## config.mk

```make
export PLATFORM = sky130hd
export DESIGN_NAME = anft_ram
export DESIGN_NICKNAME = d
export VERILOG_FILES = /design/src/hw/rtl/anft_ram.sv
export SDC_FILE = /design/constraint.sdc
export NUM_CORES = 1
export LEC_CHECK = 0
export ABC_CLOCK_PERIOD_IN_PS = 8300
export BUFFER_PORTS_ARGS = -buffer_cell sky130_fd_sc_hd__clkbuf_2
export CORE_MARGIN = 1.5
export CORE_UTILIZATION = 38
export CTS_CLUSTER_SIZE = 16
export DETAILED_ROUTE_END_ITERATION = 7
export PLACE_DENSITY = 0.61
export SKIP_LAST_GASP = 1
export SYNTH_ARGS = -nofsm -noshare
export SYNTH_HDL_FRONTEND = slang
export SYNTH_SLANG_ARGS = --single-unit
```

## constraint.sdc

```tcl
create_clock -name i_clk -period 8.3 [get_ports i_clk]
set_clock_uncertainty 0.1 [all_clocks]
set_input_delay 2.49 -clock i_clk [delete_from_list [all_inputs] [get_ports i_clk]]
set_output_delay 2.49 -clock i_clk [all_outputs]
set_load 0.02 [all_outputs]
```

## src/hw/rtl/anft_ram.sv

```systemverilog
// ----------------------------------------------------------------------------
// anft_ram
// Generic simple dual-port RAM: one write port, one read port with
// registered read data that holds while no read is issued.
// ----------------------------------------------------------------------------
module anft_ram #(
    parameter int WIDTH = 8,
    parameter int DEPTH = 64
) (
    input  logic                     i_clk,
    input  logic                     i_we,
    input  logic [$clog2(DEPTH)-1:0] i_waddr,
    input  logic [WIDTH-1:0]         i_wdata,
    input  logic                     i_re,
    input  logic [$clog2(DEPTH)-1:0] i_raddr,
    output logic [WIDTH-1:0]         o_rdata
);

    logic [WIDTH-1:0] r_mem [DEPTH];
    logic [WIDTH-1:0] r_rdata;

    // Write port
    always_ff @(posedge i_clk) begin
        if (i_we) begin
            r_mem[i_waddr] <= i_wdata;
        end
    end

    // Registered read port
    always_ff @(posedge i_clk) begin
        if (i_re) begin
            r_rdata <= r_mem[i_raddr];
        end
    end

    assign o_rdata = r_rdata;

endmodule

```

## Word-level counts from Yosys, hierarchy flattened

Memories as Yosys holds them, arrays and structs flattened. A register that Yosys moved wholly into a read port is not among the register bits.
Index checks and enable logic that the tools add are counted.

| storage, ports and cells | value |
|---|---|
| bits in writable memories | 512 |
| register bits after elaboration | 0 |
| memories | 1 |
| bits of input ports | 23 |
| output and inout port bits | 8 |

Memory list:

| memory | depth | width | read ports | clocked after Yosys merged registers in | write ports | RTL line | source |
|---|---|---|---|---|---|---|---|
| r_mem | 64 | 8 | 1 | 1 | 1 | 19 | `logic [WIDTH-1:0] r_mem [DEPTH];` |

| operators by class | value |
|---|---|
| mux-type cells | 2 |

Operators with widths:

| cell | number |
|---|---|
| two-way mux 1 bit | 2 |

## Logic depth before layout (Yosys ltp)

Gate-level depths: netlist of run 1.

| depth | value |
|---|---|
| depth in word-level cells | 2 |
| mapped depth | 9 |

## Least setup slack after synthesis of run 1

Ideal clock, no wire load.

| timing path | value |
|---|---|
| kind | in2reg |
| start point | in i_raddr[1] |
| end point | reg r_rdata[3], in the netlist o_rdata[3], read port of r_mem (data pin) |
| cell stages on the path | 7 |
| library setup time | 0.266 ns |
| arrival | 4.030 ns |
| slack | 3.904 ns |
| path through | buf_4 -> buf_2 -> buf_2 -> mux4_2 -> mux4_2 -> o21ai_1 -> o41ai_1 |

RTL lines:

| what | RTL line | source |
|---|---|---|
| start, declared | 15 | `input logic [$clog2(DEPTH)-1:0] i_raddr,` |
| end, declared | 20 | `logic [WIDTH-1:0] r_rdata;` |

==> results of run 1 <==
[Yosys cell counts (all sizes together)]
cell type | n | area, µm²
o2111ai | 3 | 26.3
nand3 | 13 | 65.1
o22ai | 8 | 50.1
o21ai | 4 | 20.0
o221ai | 8 | 70.1
mux4 | 126 | 2840
edfxtp | 520 | 15600
a31oi | 1 | 6.26
o21a | 2 | 15.0
buf | 34 | 253
o41ai | 2 | 17.5
a2111oi | 2 | 17.5
o221a | 2 | 22.5
o311ai | 1 | 8.76
nor2b | 14 | 87.6
a22oi | 3 | 22.5
nand3b | 3 | 22.5
or3 | 1 | 6.26
a221oi | 6 | 52.6
mux2i | 23 | 230
nand2b | 7 | 43.8
nor2 | 83 | 312
nand4 | 2 | 12.5
nor4 | 2 | 12.5
nor3 | 7 | 35.0
o2bb2ai | 3 | 26.3
nand2 | 19 | 71.3
mux2 | 13 | 146
clkbuf | 17 | 63.8
nand4b | 1 | 8.76
and2 | 1 | 6.26
a21oi | 3 | 15.0
o32ai | 2 | 17.5
a211oi | 4 | 30.0
[metrics by stage]
stage / utilization, % / instances
floorplan: - / 940
global placement: 40.1 / 1624
detailed placement: 40.1 / 1624
CTS: 43.2 / 1715
global route: 43.2 / 1715
finish: 43.2 / 1715
[per-layer routing]
layer / GRT usage (%) / up-vias / routed length (µm)
li1: - / 4031 / -
met1: 23.6 / 5060 / 19100
met2: 27.4 / 332 / 21900
met3: 2.76 / 73 / 2800
met4: 5.07 / 2 / 1100
met5: 0 / - / 9
[worst max-delay path, delay by kind of cell]
family	cells	cell delay, ns
buffers and inverters	3	1.42
muxes	1	0.56
AOI/OAI and AO/OA	2	0.62
[sequential cells by signal (all words and copies together), names as in the netlist]
| name | cells |
|---|---|
| o_rdata | 8 |
| r_mem | 512 |
[cells in the final DEF, fill, tap and decap left out, drive strengths merged, types with 3 or more instances in the layout]
cell       n
a211oi     4
a21oi      3
a221oi     6
a22oi      3
buf       19
bufinv     7
clkbuf    87
clkinv    21
edfxtp   520
mux2      13
mux2i     23
mux4     126
nand2     19
nand2b     7
nand3     13
nand3b     3
nor2      83
nor2b     14
nor3       7
o2111ai    3
o21ai      4
o221ai     8
o22ai      8
o2bb2ai    3
[final cells by class]
type	instances	area share (%)
clock buffer	59	5.65
sequential	520	68.7
tap	688	3.79
timing repair buffer	47	1.28
multi-input combinational	369	19.0
clock inverter	32	1.52
[where the power goes]
part	internal, µW	switching [µW]	total (µW)	leakage (µW)
Clock	1320	949	2270	0.000794
Combinational	96.5	167	264	0.00149
Sequential	2910	7.52	2920	0.00469
Total	4330	1120	5460	0.00697
[how the worst min path moves through the flow]
stage / slack (ns) / cells after the start / endpoint
global placement: 0.80 / 3 / o_rdata[4]
finish: 0.82 / 4 / o_rdata[2]
CTS: 0.83 / 3 / o_rdata[4]
global route: 0.84 / 4 / o_rdata[2]
detailed placement: 0.81 / 3 / o_rdata[4]
floorplan: 0.70 / 4 / o_rdata[0]
[cells by family (layout without fill, tap and decap cells)]
| family | count (synthesis) | after routing | share of synthesized area (%) |
|---|---|---|---|
| AOI/OAI and AO/OA | 54 | 54 | 2.06 |
| DFF | 520 | 520 | 77.1 |
| and+or+nand+nor | 153 | 153 | 3.37 |
| muxes | 162 | 162 | 15.9 |
| buffers and inverters | 51 | 138 | 1.56 |
==> out/qor.yml, run 1 <==
drtAntennaViolNets: 0
routabilityCongestion: 0.783
placed_area_mm2: 0.0211
required_ns: 8.52
grt_antenna_before_repair: 1
postCtsHoldBufs: 0
cap_violations: 0
worst_pin_slew_ns: 1.09
antenna_cells: 0
cts_tree: "done"
drive_above_1_share_pct: 25.4
die_y_um: 234
worstHoldStart: "r_mem[23][2]"
start_kind: "input port"
whs_ns: 0.819
worstPathMaxFanout: 75
drc_errors: 0
yosys_warnings: 0
grtUsageTotal_pct: 16.9
slew_headroom_pct: 27.0
finalSetupTns_ns: 0
cts_resized: 0
cp.arrival_ns: 5.24
avgViaCountPerCell: 5.54
nFillCells: 4416
worstPathCellList: "clkbuf_8, buf_4, mux4_2, a2111oi_0, buf_4, o41ai_1"
register_area_mm2: 0.0156
synth_fp_nets: 963
synth.distinct_cells: 39
ys_seq_area_share_pct: 77.1
cts_setup_buffers: 0
ys_ff_latch: 520
overflow: 0
setup.worst_path.start: "i_raddr[0]"
vias: 9498
dp_hpwl_um: 26200
clkTransAtPathRegs_ns: 0.06
core_area_mm2: 0.0527
routedWlPerCell_um: 26.2
period_minus_slack_ns: 5.03
die_area_mm2: 0.0547
finalWorstSetupSlack_ns: 3.27
slowest_delay_ns: 0.63
irDropWorstVdd_v: 0.000166
syn_inst: 940
crit_path_end_kind: "flop"
grt_max_degree: 76
worst_path_max_delay_cell: "clkbuf_8"
r2r-end: "o_rdata[4]"
status: "completed"
power_density_mw_per_mm2: 240
r2r_cells: 5
p_leak_uw: 0.00697
layout.nets: 1011
fin_crit_sh_pct: 60.5
rows: 84
cts_buffers: 50
grt_first_pass_wirelength_um: 66700
drtIter0Drc: 1067
drv_slew: 0
syn-cell-area_mm2: 0.0202
dp_slack_ns: 2.62
grt_pass1_vias: 9646
min_path_type: "reg -> reg"
wl_um: 44900
hold_viol_final: 0
clk_latency_ns: 0.58
path_class: "in -> reg"
cts_max_level: 2
crit_path_frequent_cell: "buf_4"
finalPower_uw: 5460
timing.rr.start: "r_mem[28][4]"
dieWidth_um: 234
clock_path_buffers: 3
setup_violations: 0
area_delta_synth_final_pct: 12.2
start_util_pct: 38.5
rsz0062_at_grt: "no"
final_area_mm2: 0.0227
drtPass1Iterations: 5
avgSynthCellArea_um2: 21.5
cts_sinks: 520
fmax_mhz: 199
multi_input_area_mm2: 0.00433
r2r_slack_ns: 5.81
root_buffer: "clkbuf_16"
portBuffers: 30
crit_end: "o_rdata[3]"
io_pins: 31
(Power assumes the default switching activity.)
==> run 2, diff against run 1 <==
- ABC_CLOCK_PERIOD_IN_PS: 8300 -> 5200
- clock period: 8.3 -> 5.2 ns (I/O delays scaled with it)
==> run 2 against run 1 <==
- global-route usage up 0.13 points
- combinational power up 62%
- cell count up 0.99%
- setup slack worse by 1.6 ns
- non-clock buffer count up 9
- register-to-register slack worse by 2.8 ns
- clock-buffer cell count up 2
- critical path depth up 1
- via count up 0.57%
- sequential share of layout area down 0.37 points
- sequential power up 60%
- largest cell class unchanged
==> out/qor.yml, run 2 (synthesis results as in run 1) <==
drv_slew: 0  # unchanged
grt_antenna_before_repair: 2  # +1
drtIter0Drc: 858  # -20%
crit_path_end_kind: "flop"
regMostFlops: "r_mem"
hold_path_end: "o_rdata[2]"
finalSetupTns_ns: 0  # unchanged
internal_power_uw: 6870  # +59%
layout.nets: 1022  # +1.1%
overflow: 0  # unchanged
drtPass1Iterations: 5  # unchanged
hold_depth: 4  # unchanged
dp_slack_ns: 1.01  # -1.61 ns
fin_crit_sh_pct: 68.0
r2r_slack_ns: 2.99  # -2.82 ns
clkPwrFrac_pct: 41.6  # about the same
grt_max_degree: 72  # -5.3%
dieWidth_um: 234  # unchanged
final_area_mm2: 0.0228  # +0.53%
switching_share_pct: 21.2  # +0.57 points
stdcell_count: 1732  # +0.99%
cts_max_level: 2  # unchanged
cap_violations: 0  # unchanged
clk_latency_ns: 0.60  # +0.02 ns
cts_tree: "done"
clkTransAtPathRegs_ns: 0.06  # about the same
routedWlPerCell_um: 26.1  # -0.32%
final_cell_mix: "520 x edfxtp_1, 126 x mux4_2, 83 x nor2_1"
nFillCells: 4432  # +0.36%
start_kind: "input port"
portBuffers: 30  # unchanged
io_pins: 31  # unchanged
path_class: "in -> reg"
setup.worst_path.start: "i_raddr[1]"
required_ns: 5.44  # -3.08 ns
worstHoldStart: "r_mem[35][2]"
vias: 9552  # +0.57%
power_density_mw_per_mm2: 382  # +59%
multi_input_area_mm2: 0.00433  # unchanged
rows: 84  # unchanged
root_buffer: "clkbuf_16"
core_area_mm2: 0.0527  # unchanged
p_sw_uw: 1850  # +64%
fmax_mhz: 283
cts_buffers: 52  # +4.0%
die_y_um: 234  # unchanged
slowest_delay_ns: 0.47  # -0.16 ns
cp.arrival_ns: 3.77  # -1.47 ns
worstPathMaxFanout: 71  # -5.3%
hold_viol_final: 0  # unchanged
irDropWorstVdd_v: 0.000211  # +27%
cts_sinks: 520  # unchanged
slew_headroom_pct: 32.4  # +5.4 points
cts_setup_buffers: 0  # unchanged
p_leak_uw: 0.00704  # +0.99%
cts_resized: 0  # unchanged
rsz0062_at_grt: "no"
grt_first_pass_wirelength_um: 66300  # -0.58%
dp_hpwl_um: 28200  # +7.3%
timing.rr.start: "r_mem[45][1]"
p_comb_share_pct: 4.9  # about the same
dpl.cell_count: 1633  # +0.55%
start_util_pct: 38.5  # unchanged
final_common_cell: "edfxtp_1"
worst_path_max_delay_cell: "mux4_2"
wl_um: 45200  # +0.67%
setup_violations: 0  # unchanged
grt_pass1_vias: 9700  # +0.56%
register_area_mm2: 0.0156  # unchanged
r2r_cells: 4  # -1
postCtsHoldBufs: 0  # unchanged
avgViaCountPerCell: 5.52  # -0.42%
min_path_type: "reg -> reg"
drtAntennaViolNets: 0  # unchanged
r2r-end: "o_rdata[1]"
status: "completed"
die_area_mm2: 0.0547  # unchanged
routabilityCongestion: 0.824  # +5.2%
area_delta_synth_final_pct: 12.8
finalWorstSetupSlack_ns: 1.67  # -1.61 ns
worstPathCellList: "buf_4, buf_12, mux4_2, mux4_2, nor2_1, nor3_1, o2bb2ai_1"
clock_path_buffers: 3  # unchanged
crit_path_frequent_cell: "mux4_2"
grtUsageTotal_pct: 17.0  # +0.13 points
placed_area_mm2: 0.0212  # +0.50%
drc_errors: 0  # unchanged
worst_pin_slew_ns: 1.01  # -0.0811 ns
largest_reg_flops: 512  # unchanged
drive_above_1_share_pct: 26.6  # +1.1 points
period_minus_slack_ns: 3.53
finalPower_uw: 8720  # +60%
seqPwrFrac_pct: 53.5  # about the same
[run 2: cell types whose count changed in the layout (fill, tap and decap cells not counted), sizes merged]
cell	before	now
buf	19	28
bufinv	7	4
clkbuf	87	89
clkinv	21	27
clkinvlp	2	4
diode	0	1
[run 2: final cells by class]
cell class,instances,share of cell area (%)
tap,688,3.77
clock inverter,37,1.26
antenna,1,0.0110
timing repair buffer,56,1.74
multi-input combinational,369,18.9
clock buffer,61,5.94
sequential,520,68.4
[run 2: how the worst max path moves through the flow]
stage            endpoint  slack, ns  depth (start not counted)
5_1_grt        o_rdata[4]       1.58                          6
6_report       o_rdata[1]       1.67                          7
2_1_floorplan  o_rdata[3]       1.73                          7
3_5_place_dp   o_rdata[1]       1.01                          7
4_1_cts        o_rdata[1]       1.66                          7
3_3_place_gp   o_rdata[1]       1.02                          7
[run 2: through the flow]
stage / utilization [%] / hold WS (ns)
floorplan: - / 0.697
global placement: 40.3 / 0.845
detailed placement: 40.3 / 0.840
CTS: 43.4 / 0.856
global route: 43.4 / 0.887
finish: 43.4 / 0.860
[run 2: per-layer routing]
layer,global-route usage (%),vias to the layer above,part of all wire [%]
li1,-,4063,-
met1,23.3,5076,42
met2,26.9,330,48
met3,4.12,81,6.7
met4,5.71,2,2.8
met5,0,-,0.029
[run 2: critical path, delay by kind of cell]
family	cells	cell delay, ns
mux	2	0.89
simple gates	2	0.28
buf+inv	2	0.83
compound gates	1	0.13
[run 2: power by group through the flow]
stage                     registers, µW  clock network [µW]  logic, µW
after CTS                          4660                3680        434
after global routing               4660                3840        459
after detailed placement           4750                   0        434
final                              4660                3630        428
after global placement             4750                   0        429
after floorplan                    4750                   0        247
==> run 3, diff against run 2 <==
- ABC_CLOCK_PERIOD_IN_PS: 5200 -> 3200
- PLACE_DENSITY: 0.61 -> 0.63
- clock period: 5.2 -> 3.2 ns (I/O delays scaled with it)
==> run 3 against run 2 <==
- cell area rose by 4.6%
- largest cell class unchanged
- total power is 67% higher
- cell count grew 6.6%
- critical path depth is 1 higher
- largest power group unchanged
- hold slack got worse by 0.14 ns
- setup slack worse by 1.1 ns
- global-route usage decreased by 0.098 points
- routed wire length is 0.27% lower
- register-to-register slack got worse by 2.0 ns
==> out/qor.yml, run 3 (synthesis results as in run 1) <==
status: "completed"
hold_viol_final: 0  # unchanged
grt_max_degree: 65  # -9.7%
p_leak_uw: 0.00773  # +9.8%
slew_headroom_pct: 48.7  # +16 points
grt_antenna_before_repair: 1  # -1
postCtsHoldBufs: 0  # unchanged
die_y_um: 234  # unchanged
rsz0062_at_grt: "no"
irDropWorstVdd_v: 0.000395  # +87%
timing.rr.start: "r_mem[28][4]"
wl_um: 45100  # -0.27%
path_class: "in -> reg"
area_delta_synth_final_pct: 18.0
avgViaCountPerCell: 5.34  # -3.1%
dieWidth_um: 234  # unchanged
final_area_mm2: 0.0239  # +4.6%
drtPass1Iterations: 5  # unchanged
overflow: 0  # unchanged
io_pins: 31  # unchanged
stdcell_count: 1846  # +6.6%
grt_first_pass_wirelength_um: 67200  # +1.3%
largest_reg_flops: 512  # unchanged
required_ns: 3.43  # -2.01 ns
top_usage_layer: "met2"
whs_ns: 0.721  # -0.140 ns
cts_resized: 0  # unchanged
min_path_type: "in -> reg"
fin_crit_sh_pct: 81.7
portBuffers: 30  # unchanged
worstHoldStart: "i_re"
cap_violations: 0  # unchanged
dp_hpwl_um: 28700  # +2.1%
r2r_cells: 5  # +1
grt_pass1_vias: 10172  # +4.9%
met3_usage_pct: 3.08  # -1.0 points
worstPathMaxFanout: 29  # -59%
placed_area_mm2: 0.0221  # +4.4%
use_met2_pct: 27.7  # +0.84 points
dpl.cell_count: 1751  # +7.2%
cts_max_level: 2  # unchanged
routabilityCongestion: 0.790  # -4.1%
final_common_cell: "edfxtp_1"
cts_buffers: 51  # -1.9%
root_buffer: "clkbuf_16"
drc_errors: 0  # unchanged
rows: 84  # unchanged
setup_violations: 0  # unchanged
clk_latency_ns: 0.59  # about the same
drtIter0Drc: 990  # +15%
routedWlPerCell_um: 24.4  # -6.4%
vias: 9861  # +3.2%
clkTransAtPathRegs_ns: 0.06  # about the same
start_kind: "input port"
start_util_pct: 38.5  # unchanged
use_met1_pct: 23.1  # -0.24 points
worst_pin_slew_ns: 0.770  # -0.240 ns
hold_depth: 1  # -3
power_density_mw_per_mm2: 610  # +60%
drv_slew: 0  # unchanged
hold_path_end: "o_rdata[2]"
grtUsageTotal_pct: 16.9  # -0.098 points
r2r_slack_ns: 1.00  # -1.99 ns
period_minus_slack_ns: 2.61
layout.nets: 1139  # +11%
drive_above_1_share_pct: 34.0  # +7.5 points
regMostFlops: "r_mem"
cts_sinks: 520  # unchanged
finalPower_uw: 14600  # +67%
antenna_cells: 0  # -1
final_cell_mix: "520 x edfxtp_1, 138 x buf_4, 126 x mux4_2"
die_area_mm2: 0.0547  # unchanged
core_area_mm2: 0.0527  # unchanged
r2r-end: "o_rdata[4]"
fmax_mhz: 383
cts_tree: "done"
cp.arrival_ns: 2.85  # -0.92 ns
drtAntennaViolNets: 0  # unchanged
crit_path_end_kind: "flop"
clock_path_buffers: 3  # unchanged
cts_setup_buffers: 0  # unchanged
## run 3: cell types whose count changed in the layout (fill, tap and decap cells not counted), sizes merged
cell | before | now
inv | 2 | 1
clkinvlp | 4 | 3
buf | 28 | 146
bufinv | 4 | 9
clkbuf | 89 | 90
clkinv | 27 | 20
diode | 1 | 0
## run 3: layout make-up
type	count	area (µm²)
Fill cell	4365	28800
Sequential cell	520	15600
Multi-Input combinational cell	369	4320
Clock buffer	62	1360
Timing Repair Buffer	174	1350
Tap cell	688	861
Clock inverter	33	397
## run 3: worst max-delay path: stages
cell       delay, ns
clkbuf_8        0.18
buf_12          0.25
buf_4           0.23
mux4_2          0.50
mux2i_1         0.21
o2111ai_1       0.25
nand2_1         0.18
o2bb2ai_1       0.06
## run 3: per-layer routing
metal	wire length (µm)	up-vias	share of wire, %
li1	-	4296	-
met5	13	-	0.029
met3	2880	70	6.4
met2	22000	327	49
met1	19000	5166	42
met4	1080	2	2.4
## run 3: worst max-delay path by stage
| stage | endpoint | startpoint | slack (ns) | cells past startpoint |
|---|---|---|---|---|
| after CTS | o_rdata[7] | i_raddr[0] | 0.58 | 6 |
| after global routing | o_rdata[3] | i_raddr[0] | 0.50 | 9 |
| after floorplan | o_rdata[3] | i_raddr[1] | 0.33 | 7 |
| after detailed placement | o_rdata[7] | i_raddr[0] | -0.05 | 6 |
| final | o_rdata[2] | i_raddr[0] | 0.59 | 8 |
| after global placement | o_rdata[7] | i_raddr[0] | -0.05 | 6 |
## run 3: power breakdown
group	internal, µW	total (µW)	switching (µW)
registers	7550	7570	20.4
logic	311	752	442
clock network	3750	6240	2490
## run 3: through the flow
stage / setup slack, ns / utilization [%] / TNS (ns)
4_1_cts: 0.578 / 45.4 / 0
2_1_floorplan: 0.334 / - / 0
5_1_grt: 0.498 / 45.4 / 0
6_report: 0.586 / 45.4 / 0
3_5_place_dp: -0.0477 / 42.0 / -0.102
3_3_place_gp: -0.0458 / 42.0 / -0.101
